===== src/pps_pkg.sv =====
// Package: shared types, constants and codes for the paced poll list scheduler.
`timescale 1ns / 1ps
`default_nettype none

package pps_pkg;

    localparam int MAX_ENTRIES = 32;
    localparam int SLOT_W      = $clog2(MAX_ENTRIES);
    localparam int LEN_W       = 6;
    localparam int TIME_W      = 32;
    localparam int PID_W       = 8;
    localparam int SPACE_W     = 7;
    localparam int CFG_IDX_W   = 3;
    localparam int CFG_DATA_W  = 32;

    localparam logic [LEN_W-1:0]   MAX_LEN   = LEN_W'(MAX_ENTRIES);
    localparam logic [SPACE_W-1:0] SPACE_MIN = SPACE_W'(1);
    localparam logic [SPACE_W-1:0] SPACE_MAX = SPACE_W'(100);

    localparam logic [CFG_IDX_W-1:0] CFG_LIST_LENGTH     = CFG_IDX_W'(0);
    localparam logic [CFG_IDX_W-1:0] CFG_CYCLE_INTERVAL  = CFG_IDX_W'(1);
    localparam logic [CFG_IDX_W-1:0] CFG_REQUEST_SPACING = CFG_IDX_W'(2);
    localparam logic [CFG_IDX_W-1:0] CFG_ENABLE_FILTER   = CFG_IDX_W'(3);

    typedef enum logic [1:0] {
        OP_POLL  = 2'd0,
        OP_SEND  = 2'd1,
        OP_WRITE = 2'd2
    } op_t;

    typedef struct packed {
        logic [1:0]        operation;
        logic [TIME_W-1:0] now_ms;
        logic              prio_pending;
        logic              send_ok;
        logic [SLOT_W-1:0] slot_index;
        logic [PID_W-1:0]  slot_pid;
        logic              slot_supported;
        logic              slot_enabled;
    } in_beat_t;

    typedef struct packed {
        logic             request_valid;
        logic [PID_W-1:0] request_pid;
        logic             awaiting_send;
    } out_beat_t;

    typedef struct packed {
        logic [PID_W-1:0] pid;
        logic             supported;
        logic             enabled;
    } entry_t;

    typedef enum logic [3:0] {
        ST_IDLE,
        ST_DISPATCH,
        ST_CYC_CHK,
        ST_SPC_CHK,
        ST_SCAN_RD,
        ST_SCAN_CHK,
        ST_PEND_RD,
        ST_EMIT
    } state_t;

    typedef struct packed {
        logic capture;
        logic start_cycle;
        logic step_slot;
        logic offer;
        logic send_done;
        logic end_cycle;
        logic tbl_write;
        logic res_set;
        logic res_offer;
        logic emit;
    } cmd_t;

    typedef struct packed {
        logic [1:0] operation;
        logic       prio_pending;
        logic       offer_pending;
        logic       in_cycle;
        logic       interval_met;
        logic       spacing_block;
        logic       left_zero;
        logic       skip;
        logic       out_free;
    } status_t;

endpackage

`default_nettype wire


===== src/paced_poll_list_scheduler.sv =====
// Top level: paced round-robin poll list scheduler with config port and output register.
`timescale 1ns / 1ps
`default_nettype none

// The block takes one beat at a time on the input channel and returns exactly
// one result beat for each. A poll beat with no priority traffic and no offer
// waiting checks the cycle interval (when no polling cycle is open) and the
// request spacing, then scans the list one slot at a time, each visit a table
// read state and then a skip test state, and offers the first slot that it does
// not skip. A scan passes over at most the list length, capped at 32 slots; a
// poll that runs off the end of the list closes the polling cycle. A poll
// stopped by the interval or the spacing, a re-offer of a waiting slot, and
// send-done, entry-write, blocked and ignored beats skip the scan. Results sit
// in an output register, so a stalled consumer holds only the next beat, never
// the finished one. The table has no reset: write every slot that the list
// length covers before polling. Configuration writes are always ready and must
// come only while the block is idle.
module paced_poll_list_scheduler (
    input  wire logic                           clk,
    input  wire logic                           rst_n,
    input  wire logic                           in_valid,
    output logic                                in_ready,
    input  wire pps_pkg::in_beat_t              in_data,
    output logic                                out_valid,
    input  wire logic                           out_ready,
    output pps_pkg::out_beat_t                  out_data,
    input  wire logic                           cfg_valid,
    output logic                                cfg_ready,
    input  wire logic [pps_pkg::CFG_IDX_W-1:0]  cfg_index,
    input  wire logic [pps_pkg::CFG_DATA_W-1:0] cfg_data
);

    pps_pkg::cmd_t    cmd;
    pps_pkg::status_t st;

    // config writes land directly in the registers, so never stall them
    assign cfg_ready = 1'b1;

    pps_ctrl u_ctrl (
        .clk      (clk),
        .rst_n    (rst_n),
        .in_valid (in_valid),
        .in_ready (in_ready),
        .st       (st),
        .cmd      (cmd)
    );

    pps_dp u_dp (
        .clk       (clk),
        .rst_n     (rst_n),
        .in_data   (in_data),
        .cfg_valid (cfg_valid),
        .cfg_index (cfg_index),
        .cfg_data  (cfg_data),
        .out_ready (out_ready),
        .out_valid (out_valid),
        .out_data  (out_data),
        .cmd       (cmd),
        .st        (st)
    );

`ifndef SYNTHESIS
    // an offered identifier always leaves the offer pending
    a_offer_pending: assert property (@(posedge clk) disable iff (!rst_n)
        out_valid && out_data.request_valid |-> out_data.awaiting_send)
        else $error("offer delivered without pending flag");

    // with no offer the identifier field is zero
    a_pid_zero: assert property (@(posedge clk) disable iff (!rst_n)
        out_valid && !out_data.request_valid |-> out_data.request_pid == '0)
        else $error("non-zero pid on empty result");

    // one item in flight: after a beat is taken, hold off the next one
    a_one_in_flight: assert property (@(posedge clk) disable iff (!rst_n)
        in_valid && in_ready |=> !in_ready)
        else $error("input accepted back to back");
`endif

endmodule

`default_nettype wire


===== src/pps_ctrl.sv =====
// Controller: sequences one item at a time through decode, checks, slot scan and result.
`timescale 1ns / 1ps
`default_nettype none

module pps_ctrl (
    input  wire logic             clk,
    input  wire logic             rst_n,
    input  wire logic             in_valid,
    output logic                  in_ready,
    input  wire pps_pkg::status_t st,
    output pps_pkg::cmd_t         cmd
);

    pps_pkg::state_t state_reg;
    pps_pkg::state_t state_next;

    always_ff @(posedge clk or negedge rst_n)
    begin
        if (!rst_n)
        begin
            state_reg <= pps_pkg::ST_IDLE;
        end
        else
        begin
            state_reg <= state_next;
        end
    end

    always_comb
    begin
        state_next = state_reg;
        cmd        = '0;
        in_ready   = 1'b0;
        unique case (state_reg)
            pps_pkg::ST_IDLE:
            begin
                in_ready = 1'b1;
                if (in_valid)
                begin
                    cmd.capture = 1'b1;
                    state_next  = pps_pkg::ST_DISPATCH;
                end
            end
            pps_pkg::ST_DISPATCH:
            begin
                unique case (st.operation)
                    pps_pkg::OP_POLL:
                    begin
                        if (st.prio_pending)
                        begin
                            cmd.res_set = 1'b1;
                            state_next  = pps_pkg::ST_EMIT;
                        end
                        else if (st.offer_pending)
                        begin
                            state_next = pps_pkg::ST_PEND_RD;
                        end
                        else if (!st.in_cycle)
                        begin
                            state_next = pps_pkg::ST_CYC_CHK;
                        end
                        else
                        begin
                            state_next = pps_pkg::ST_SPC_CHK;
                        end
                    end
                    pps_pkg::OP_SEND:
                    begin
                        cmd.send_done = 1'b1;
                        cmd.res_set   = 1'b1;
                        state_next    = pps_pkg::ST_EMIT;
                    end
                    pps_pkg::OP_WRITE:
                    begin
                        cmd.tbl_write = 1'b1;
                        cmd.res_set   = 1'b1;
                        state_next    = pps_pkg::ST_EMIT;
                    end
                    default:
                    begin
                        cmd.res_set = 1'b1;
                        state_next  = pps_pkg::ST_EMIT;
                    end
                endcase
            end
            pps_pkg::ST_CYC_CHK:
            begin
                if (st.interval_met)
                begin
                    cmd.start_cycle = 1'b1;
                    state_next      = pps_pkg::ST_SPC_CHK;
                end
                else
                begin
                    cmd.res_set = 1'b1;
                    state_next  = pps_pkg::ST_EMIT;
                end
            end
            pps_pkg::ST_SPC_CHK:
            begin
                if (st.spacing_block)
                begin
                    cmd.res_set = 1'b1;
                    state_next  = pps_pkg::ST_EMIT;
                end
                else
                begin
                    state_next = pps_pkg::ST_SCAN_RD;
                end
            end
            pps_pkg::ST_SCAN_RD:
            begin
                // table read of the current slot lands at this edge
                if (st.left_zero)
                begin
                    cmd.end_cycle = 1'b1;
                    cmd.res_set   = 1'b1;
                    state_next    = pps_pkg::ST_EMIT;
                end
                else
                begin
                    state_next = pps_pkg::ST_SCAN_CHK;
                end
            end
            pps_pkg::ST_SCAN_CHK:
            begin
                if (st.skip)
                begin
                    cmd.step_slot = 1'b1;
                    state_next    = pps_pkg::ST_SCAN_RD;
                end
                else
                begin
                    cmd.offer     = 1'b1;
                    cmd.res_set   = 1'b1;
                    cmd.res_offer = 1'b1;
                    state_next    = pps_pkg::ST_EMIT;
                end
            end
            pps_pkg::ST_PEND_RD:
            begin
                cmd.res_set   = 1'b1;
                cmd.res_offer = 1'b1;
                state_next    = pps_pkg::ST_EMIT;
            end
            pps_pkg::ST_EMIT:
            begin
                if (st.out_free)
                begin
                    cmd.emit   = 1'b1;
                    state_next = pps_pkg::ST_IDLE;
                end
            end
            default:
            begin
                state_next = pps_pkg::ST_IDLE;
            end
        endcase
    end

endmodule

`default_nettype wire


===== src/pps_dp.sv =====
// Datapath: input and config registers, list table, scheduling state and result register.
`timescale 1ns / 1ps
`default_nettype none

module pps_dp (
    input  wire logic                              clk,
    input  wire logic                              rst_n,
    input  wire pps_pkg::in_beat_t                 in_data,
    input  wire logic                              cfg_valid,
    input  wire logic [pps_pkg::CFG_IDX_W-1:0]     cfg_index,
    input  wire logic [pps_pkg::CFG_DATA_W-1:0]    cfg_data,
    input  wire logic                              out_ready,
    output logic                                   out_valid,
    output pps_pkg::out_beat_t                     out_data,
    input  wire pps_pkg::cmd_t                     cmd,
    output pps_pkg::status_t                       st
);

    // configuration
    logic [pps_pkg::LEN_W-1:0]   list_length_reg;
    logic [pps_pkg::TIME_W-1:0]  cycle_interval_reg;
    logic [pps_pkg::SPACE_W-1:0] request_spacing_reg;
    logic                        enable_filter_reg;
    logic [pps_pkg::SPACE_W-1:0] spacing_wr;

    // scheduling state
    logic [pps_pkg::SLOT_W-1:0] position_reg,  position_next;
    logic [pps_pkg::LEN_W-1:0]  left_reg,      left_next;
    logic [pps_pkg::TIME_W-1:0] cycle_start_reg, cycle_start_next;
    logic [pps_pkg::TIME_W-1:0] last_send_reg, last_send_next;
    logic [pps_pkg::TIME_W-1:0] offer_time_reg, offer_time_next;
    logic                       in_cycle_reg,  in_cycle_next;
    logic                       pending_reg,   pending_next;
    logic                       out_valid_reg, out_valid_next;

    // payload
    pps_pkg::in_beat_t  in_reg;
    pps_pkg::entry_t    mem [pps_pkg::MAX_ENTRIES];
    pps_pkg::entry_t    rd_reg;
    logic [pps_pkg::PID_W-1:0] res_pid_reg;
    logic                      res_valid_reg;
    pps_pkg::out_beat_t out_reg;

    logic [pps_pkg::LEN_W-1:0]  used_len;
    logic [pps_pkg::LEN_W-1:0]  pos_inc;
    logic [pps_pkg::SLOT_W-1:0] pos_adv;
    logic [pps_pkg::LEN_W-1:0]  left_dec;
    logic [pps_pkg::TIME_W-1:0] since_start;
    logic [pps_pkg::TIME_W-1:0] since_send;

    assign spacing_wr = (cfg_data[pps_pkg::SPACE_W-1:0] < pps_pkg::SPACE_MIN) ? pps_pkg::SPACE_MIN :
                        (cfg_data[pps_pkg::SPACE_W-1:0] > pps_pkg::SPACE_MAX) ? pps_pkg::SPACE_MAX :
                        cfg_data[pps_pkg::SPACE_W-1:0];

    always_ff @(posedge clk or negedge rst_n)
    begin
        if (!rst_n)
        begin
            list_length_reg     <= '0;
            cycle_interval_reg  <= '0;
            request_spacing_reg <= pps_pkg::SPACE_MIN;
            enable_filter_reg   <= 1'b0;
        end
        else if (cfg_valid)
        begin
            unique case (cfg_index)
                pps_pkg::CFG_LIST_LENGTH:     list_length_reg    <= cfg_data[pps_pkg::LEN_W-1:0];
                pps_pkg::CFG_CYCLE_INTERVAL:  cycle_interval_reg <= cfg_data[pps_pkg::TIME_W-1:0];
                pps_pkg::CFG_REQUEST_SPACING: request_spacing_reg <= spacing_wr;
                pps_pkg::CFG_ENABLE_FILTER:   enable_filter_reg  <= cfg_data[0];
                default:                      ;
            endcase
        end
    end

    assign used_len = (list_length_reg > pps_pkg::MAX_LEN) ? pps_pkg::MAX_LEN : list_length_reg;
    assign pos_inc  = {1'b0, position_reg} + pps_pkg::LEN_W'(1);
    assign pos_adv  = (pos_inc >= used_len) ? '0 : pos_inc[pps_pkg::SLOT_W-1:0];
    assign left_dec = (left_reg == '0) ? '0 : left_reg - pps_pkg::LEN_W'(1);

    assign since_start = in_reg.now_ms - cycle_start_reg;
    assign since_send  = in_reg.now_ms - last_send_reg;

    always_comb
    begin
        position_next    = position_reg;
        left_next        = left_reg;
        cycle_start_next = cycle_start_reg;
        last_send_next   = last_send_reg;
        offer_time_next  = offer_time_reg;
        in_cycle_next    = in_cycle_reg;
        pending_next     = pending_reg;
        if (cmd.start_cycle)
        begin
            cycle_start_next = in_reg.now_ms;
            position_next    = '0;
            left_next        = used_len;
            in_cycle_next    = 1'b1;
        end
        if (cmd.step_slot)
        begin
            position_next = pos_adv;
            left_next     = left_dec;
        end
        if (cmd.end_cycle)
        begin
            in_cycle_next = 1'b0;
        end
        if (cmd.offer)
        begin
            pending_next    = 1'b1;
            offer_time_next = in_reg.now_ms;
        end
        if (cmd.send_done && pending_reg)
        begin
            pending_next = 1'b0;
            if (in_reg.send_ok)
            begin
                position_next  = pos_adv;
                left_next      = left_dec;
                last_send_next = offer_time_reg;
                if (left_dec == '0)
                begin
                    in_cycle_next = 1'b0;
                end
            end
        end
    end

    always_ff @(posedge clk or negedge rst_n)
    begin
        if (!rst_n)
        begin
            position_reg    <= '0;
            left_reg        <= '0;
            cycle_start_reg <= '0;
            last_send_reg   <= '0;
            offer_time_reg  <= '0;
            in_cycle_reg    <= 1'b0;
            pending_reg     <= 1'b0;
            out_valid_reg   <= 1'b0;
        end
        else
        begin
            position_reg    <= position_next;
            left_reg        <= left_next;
            cycle_start_reg <= cycle_start_next;
            last_send_reg   <= last_send_next;
            offer_time_reg  <= offer_time_next;
            in_cycle_reg    <= in_cycle_next;
            pending_reg     <= pending_next;
            out_valid_reg   <= out_valid_next;
        end
    end

    // table: written by entry beats, read at the current position every cycle
    always_ff @(posedge clk)
    begin
        if (cmd.tbl_write)
        begin
            mem[in_reg.slot_index] <= '{pid:       in_reg.slot_pid,
                                        supported: in_reg.slot_supported,
                                        enabled:   in_reg.slot_enabled};
        end
        rd_reg <= mem[position_reg];
    end

    always_ff @(posedge clk)
    begin
        if (cmd.capture)
        begin
            in_reg <= in_data;
        end
        if (cmd.res_set)
        begin
            res_valid_reg <= cmd.res_offer;
            res_pid_reg   <= cmd.res_offer ? rd_reg.pid : '0;
        end
        if (cmd.emit)
        begin
            out_reg <= '{request_valid: res_valid_reg,
                         request_pid:   res_pid_reg,
                         awaiting_send: pending_reg};
        end
    end

    always_comb
    begin
        out_valid_next = out_valid_reg;
        if (cmd.emit)
        begin
            out_valid_next = 1'b1;
        end
        else if (out_ready)
        begin
            out_valid_next = 1'b0;
        end
    end

    assign out_valid = out_valid_reg;
    assign out_data  = out_reg;

    always_comb
    begin
        st.operation     = in_reg.operation;
        st.prio_pending  = in_reg.prio_pending;
        st.offer_pending = pending_reg;
        st.in_cycle      = in_cycle_reg;
        st.interval_met  = (since_start >= cycle_interval_reg);
        st.spacing_block = (last_send_reg != '0) &&
                           (since_send < {{(pps_pkg::TIME_W-pps_pkg::SPACE_W){1'b0}},
                                          request_spacing_reg});
        st.left_zero     = (left_reg == '0);
        st.skip          = !rd_reg.supported || (enable_filter_reg && !rd_reg.enabled);
        st.out_free      = !out_valid_reg || out_ready;
    end

endmodule

`default_nettype wire


===== config.mk =====
export PLATFORM = sky130hd
export DESIGN_NAME = paced_poll_list_scheduler
export DESIGN_NICKNAME = d
export VERILOG_FILES = /design/src/pps_pkg.sv /design/src/paced_poll_list_scheduler.sv /design/src/pps_ctrl.sv /design/src/pps_dp.sv
export SDC_FILE = /design/constraint.sdc
export NUM_CORES = 1
export LEC_CHECK = 0
export ABC_AREA = 1
export BUFFER_PORTS_ARGS = -buffer_cell sky130_fd_sc_hd__buf_2
export CAP_MARGIN = 20
export CORE_MARGIN = 1.5
export CORE_UTILIZATION = 55
export CTS_CLUSTER_SIZE = 16
export DETAILED_ROUTE_END_ITERATION = 10
export PLACE_DENSITY = 0.82
export SETUP_SLACK_MARGIN = 0.5
export SLEW_MARGIN = 20
export SYNTH_ARGS = -nofsm -noshare
export SYNTH_HDL_FRONTEND = slang
export SYNTH_SLANG_ARGS = --single-unit

===== constraint.sdc =====
create_clock -name clk -period 5.6 [get_ports clk]
set_input_delay 1.12 -clock clk [delete_from_list [all_inputs] [get_ports clk]]
set_output_delay 1.12 -clock clk [all_outputs]
set_load 0.03 [all_outputs]

==> metrics.md <==
| Metric | Value |
|---|---|
| Antenna cells | `0` |
| CTS Buffer Depth | `3` |
| Initial core utilization | `between 50% and 60%` |
| Non-filler cells, final | `~3500` |
| Mean Syn Cell Area | `9.754 um^2` |
| Hold depth | `0` |
| Drt first pass iters | `5` |
| Post-Syn Instances | `between 2000 and 3000` |
| Pwr/cell area | `483.1 nW/um^2` |
| Ys async rst share | `28.44%` |
| Most used DFF post-synth | `edfxtp_1` |
| CP required | `6.07 ns` |
| Final Hold Fails | `0` |
| Synth warn | `0` |
| CTS H-tree depth | `2` |
| CP max stage delay | `around 0.4 ns` |
| GPL Wtd Cong | `between 0.9 and 1` |
| Tot GR Track Use | `28.34%` |
| Most common cell after layout, fill and taps aside | `nand2_1` |
| NetSw | `around 0.0055 W` |
| Io pins | `104` |
| Syn-to-layout area delta | `11.61%` |
| HPWL after detailed placement | `47.56 mm` |
| Worst path depth | `22` |
| Mapped Nets | `slightly below 3000` |
| WL/cell | `19.88 um` |
| WP buf/inv | `4` |
| CTS buffer count | `56` |
| Number of synthesized register bits | `559` |
| CP Class | `reg2reg` |
| CTS Sinks | `559` |
| Root Driver | `clkbuf_16` |
| Sequential Area | `~16000 um^2` |
| WL final | `69.16 mm` |
| Hold Crit Class | `reg2reg` |
| Port bufs | `roughly 100` |
| Setup-failing EPs final | `0` |
| Slowest-stage cell, CP | `edfxtp_1` |
| Worst EP arrival | `slightly above 5 ns` |
| Worst Tran Pin Value | `1.143 ns` |
| Crit-path cells | `inv_1 -> ha_1 -> inv_1 -> fa_1 -> nand3_1 -> nand2_1 -> nand3_1 -> nand2_1 -> a21o_1 -> a31oi_1 -> o21ai_0 -> a21oi_1 -> xnor2_1 -> ha_1 -> nand4_1 -> nor4_2 -> nand4_1 -> nand3_2 -> nand2_2 -> inv_2 -> buf_8 -> o21ai_0` |
| Combinational group share of total power | `36.4%` |
| Post-DR vias/cell | `just under 6` |
| DIE WIDTH | `223.0 um` |
| Global route total overflow | `0` |
| Clock Latency Late Sink | `0.65 ns` |
| Internal Power | `0.008825 W` |
| Core ar. | `47750 um^2` |
| Largest net degree at the start of global routing | `89` |
| Relative slew margins | `23.82%` |
| Clk pwr share | `25.4%` |
| Site row count | `80` |
| Antenna violations before repair | `1` |
| Post-Syn Area | `26620 um^2` |
| Clock transition at path regs | `~0.060 ns` |
| R2R cell count | `22` |
| F_max | `214.4 MHz` |
| Final core utilization | `62.22%` |
| Sw frac | `~39%` |
| Cells after DPL | `roughly 3400` |
| Delay-heaviest family, CP | `simple AND/OR/NAND/NOR gates` |
| Number of synthesized flops with an enable pin | `390` |
| Setup crit end kind | `register` |
| Vias in the first global route | `19980` |
| Crit-path max FO | `61` |
| Fill cells | `between 3000 and 4000` |
| Peak supply drop | `between 300 and 400 uV` |
| DRC | `0` |
| Seq/Total Area, Yosys | `59.70%` |
| Layout cells sized above 1 | `between 9 and 10%` |
| Total die area | `~50000 um^2` |
| Reg power frac | `38.2%` |
| RSZ-0062 raised after global routing | `false` |
| CTS Hold Buffers Added | `0` |
| Startpoint types | `register` |
| Max_cap viols | `0` |
| Setup TNS | `0 ns` |
| Nets@finish | `3017` |
| Iteration-0 DRC Markers | `2024` |
| CTS tree | `yes` |
| Via Count | `20110` |
| Worst Clk Skew | `0.05479 ns` |
| Most frequent cells in the layout | `nand2_1 (458), edfxtp_1 (390), nor2_1 (386), o21ai_0 (343), inv_1 (300)` |
| Period utilisation layout | `83.31%` |
| Min Tclk post-route | `4.665 ns` |
| Final ANT Viol Nets | `0` |
| Global-route wire length before repair | `about 110 mm` |
| Final Max Tran Viols | `0` |
| Die height | `around 220 um` |
| Area of the multi-input gates | `9180 um^2` |
| Total chip power | `0.01435 W` |
| Cell variety after synth | `52` |
| Leak | `12.18 nW` |
| Max reg flops | `320` |
| Status | `completed` |
repair_timing:
| item | in CTS | in global routing |
|---|---|---|
| endpoints found under the hold margin | 0 | 0 |
| buffers inserted | 0 | 0 |
| setup endpoints to repair | 0 | 31 |
| gates resized for setup | 0 | 5 |
worst paths after layout:
path | from | endpoint | slack, ns
setup / recovery | u_dp.in_reg[17]$_DFFE_PP_ | u_dp.cycle_start_reg[14]$_DFFE_PN0P_ | 0.93
hold / removal | u_dp.res_pid_reg[3]$_SDFFCE_PN0P_ | u_dp.out_data[4]$_DFFE_PP_ | 0.44
setup reg to reg | u_dp.in_reg[17]$_DFFE_PP_ | u_dp.cycle_start_reg[14]$_DFFE_PN0P_ | 0.93
hold reg to reg | u_dp.res_pid_reg[3]$_SDFFCE_PN0P_ | u_dp.out_data[4]$_DFFE_PP_ | 0.44
max in group asynchronous | rst_n | u_dp.cycle_start_reg[14]$_DFFE_PN0P_ | 3.81
min in group asynchronous | rst_n | u_dp.cycle_interval_reg[13]$_DFFE_PN0P_ | 0.57
metrics by stage:
step | hold WS (ns) | setup WS (ns) | area, um^2
after global routing | 0.4584 | 0.6336 | 29710
after CTS | 0.4441 | 0.6087 | 29580
after detailed placement | 0.4065 | 0.6580 | 27770
after floorplan | 0.4003 | 1.594 | 26620
final | 0.4368 | 0.9348 | 29710
after global placement | 0.4106 | 0.8202 | 27630
Yosys cell counts, types with 2 or more instances:
master,number,area (um^2)
nand2_1,460,1727
edfxtp_1,390,11710
nor2_1,388,1456
o21ai_0,343,1717
inv_1,302,1134
dfrtp_1,158,3954
a21oi_1,114,570.6
ha_1,108,1351
o22ai_1,100,625.6
nand3_1,74,370.4
clkbuf_1,66,247.7
xor2_1,31,271.5
buf_2,23,115.1
nor3_1,19,95.09
nand4_1,15,93.84
nand2_2,11,68.82
xnor2_1,11,96.34
dfxtp_1,10,200.2
nand3b_1,10,75.07
inv_2,8,30.03
nor2_2,7,43.79
o21bai_1,7,52.55
o21a_1,6,45.04
o32ai_1,6,52.55
a21o_1,5,37.54
buf_4,5,37.54
o21ai_1,5,25.02
buf_1,4,15.01
nor3_2,4,40.04
nor4_1,4,25.02
o211ai_1,4,30.03
a21boi_0,3,22.52
a21oi_2,3,26.28
nand3_2,3,30.03
a211oi_1,2,15.01
a31oi_1,2,12.51
fa_1,2,40.04
o21ai_2,2,17.52
kinds of logic (layout without fill, tap and decap cells):
logic type	after synthesis	in the layout	share of synthesized area, %
simple gates	998	998	15.22
flops	559	559	59.70
compound gates	610	610	12.48
fa+ha+maj	110	110	5.227
buf+inv	409	544	5.974
xor+xnor	42	42	1.382
other cells	1	1	0.01409
worst register-to-register path: cells and delay by family, from the launching register on:
kind	cells	cell delay, ns
compound gates	5	1.08
flops	1	0.40
buf+inv	4	0.66
fa+ha+maj	3	0.84
xor+xnor	1	0.09
simple gates	9	1.43
layer usage:
layer	up-vias	routed length (um)	global-route usage (%)
li1	9453	-	-
met2	858	33830	47.88
met3	161	5259	4.254
met4	0	3203	13.72
met5	-	0	0
met1	9640	26870	35.93
power groups by stage:
stage	sequential, W	combinational, W	clock [W]
6_report	0.00548	0.00523	0.00365
5_1_grt	0.00553	0.00589	0.00385
4_1_cts	0.00548	0.00513	0.00369
3_5_place_dp	0.00556	0.00508	0
3_3_place_gp	0.00556	0.00489	0
2_1_floorplan	0.00535	0.00373	0
cell type report:
class / count / area share (%)
clock buffers: 79 / 5.210
clock inverters: 27 / 0.8676
inverters: 310 / 3.925
multi-input cells: 1761 / 30.90
flip-flops and latches: 559 / 53.51
well taps: 615 / 2.590
repair buffers: 128 / 2.995
Note: power is estimated with default switching activity, not from simulation.
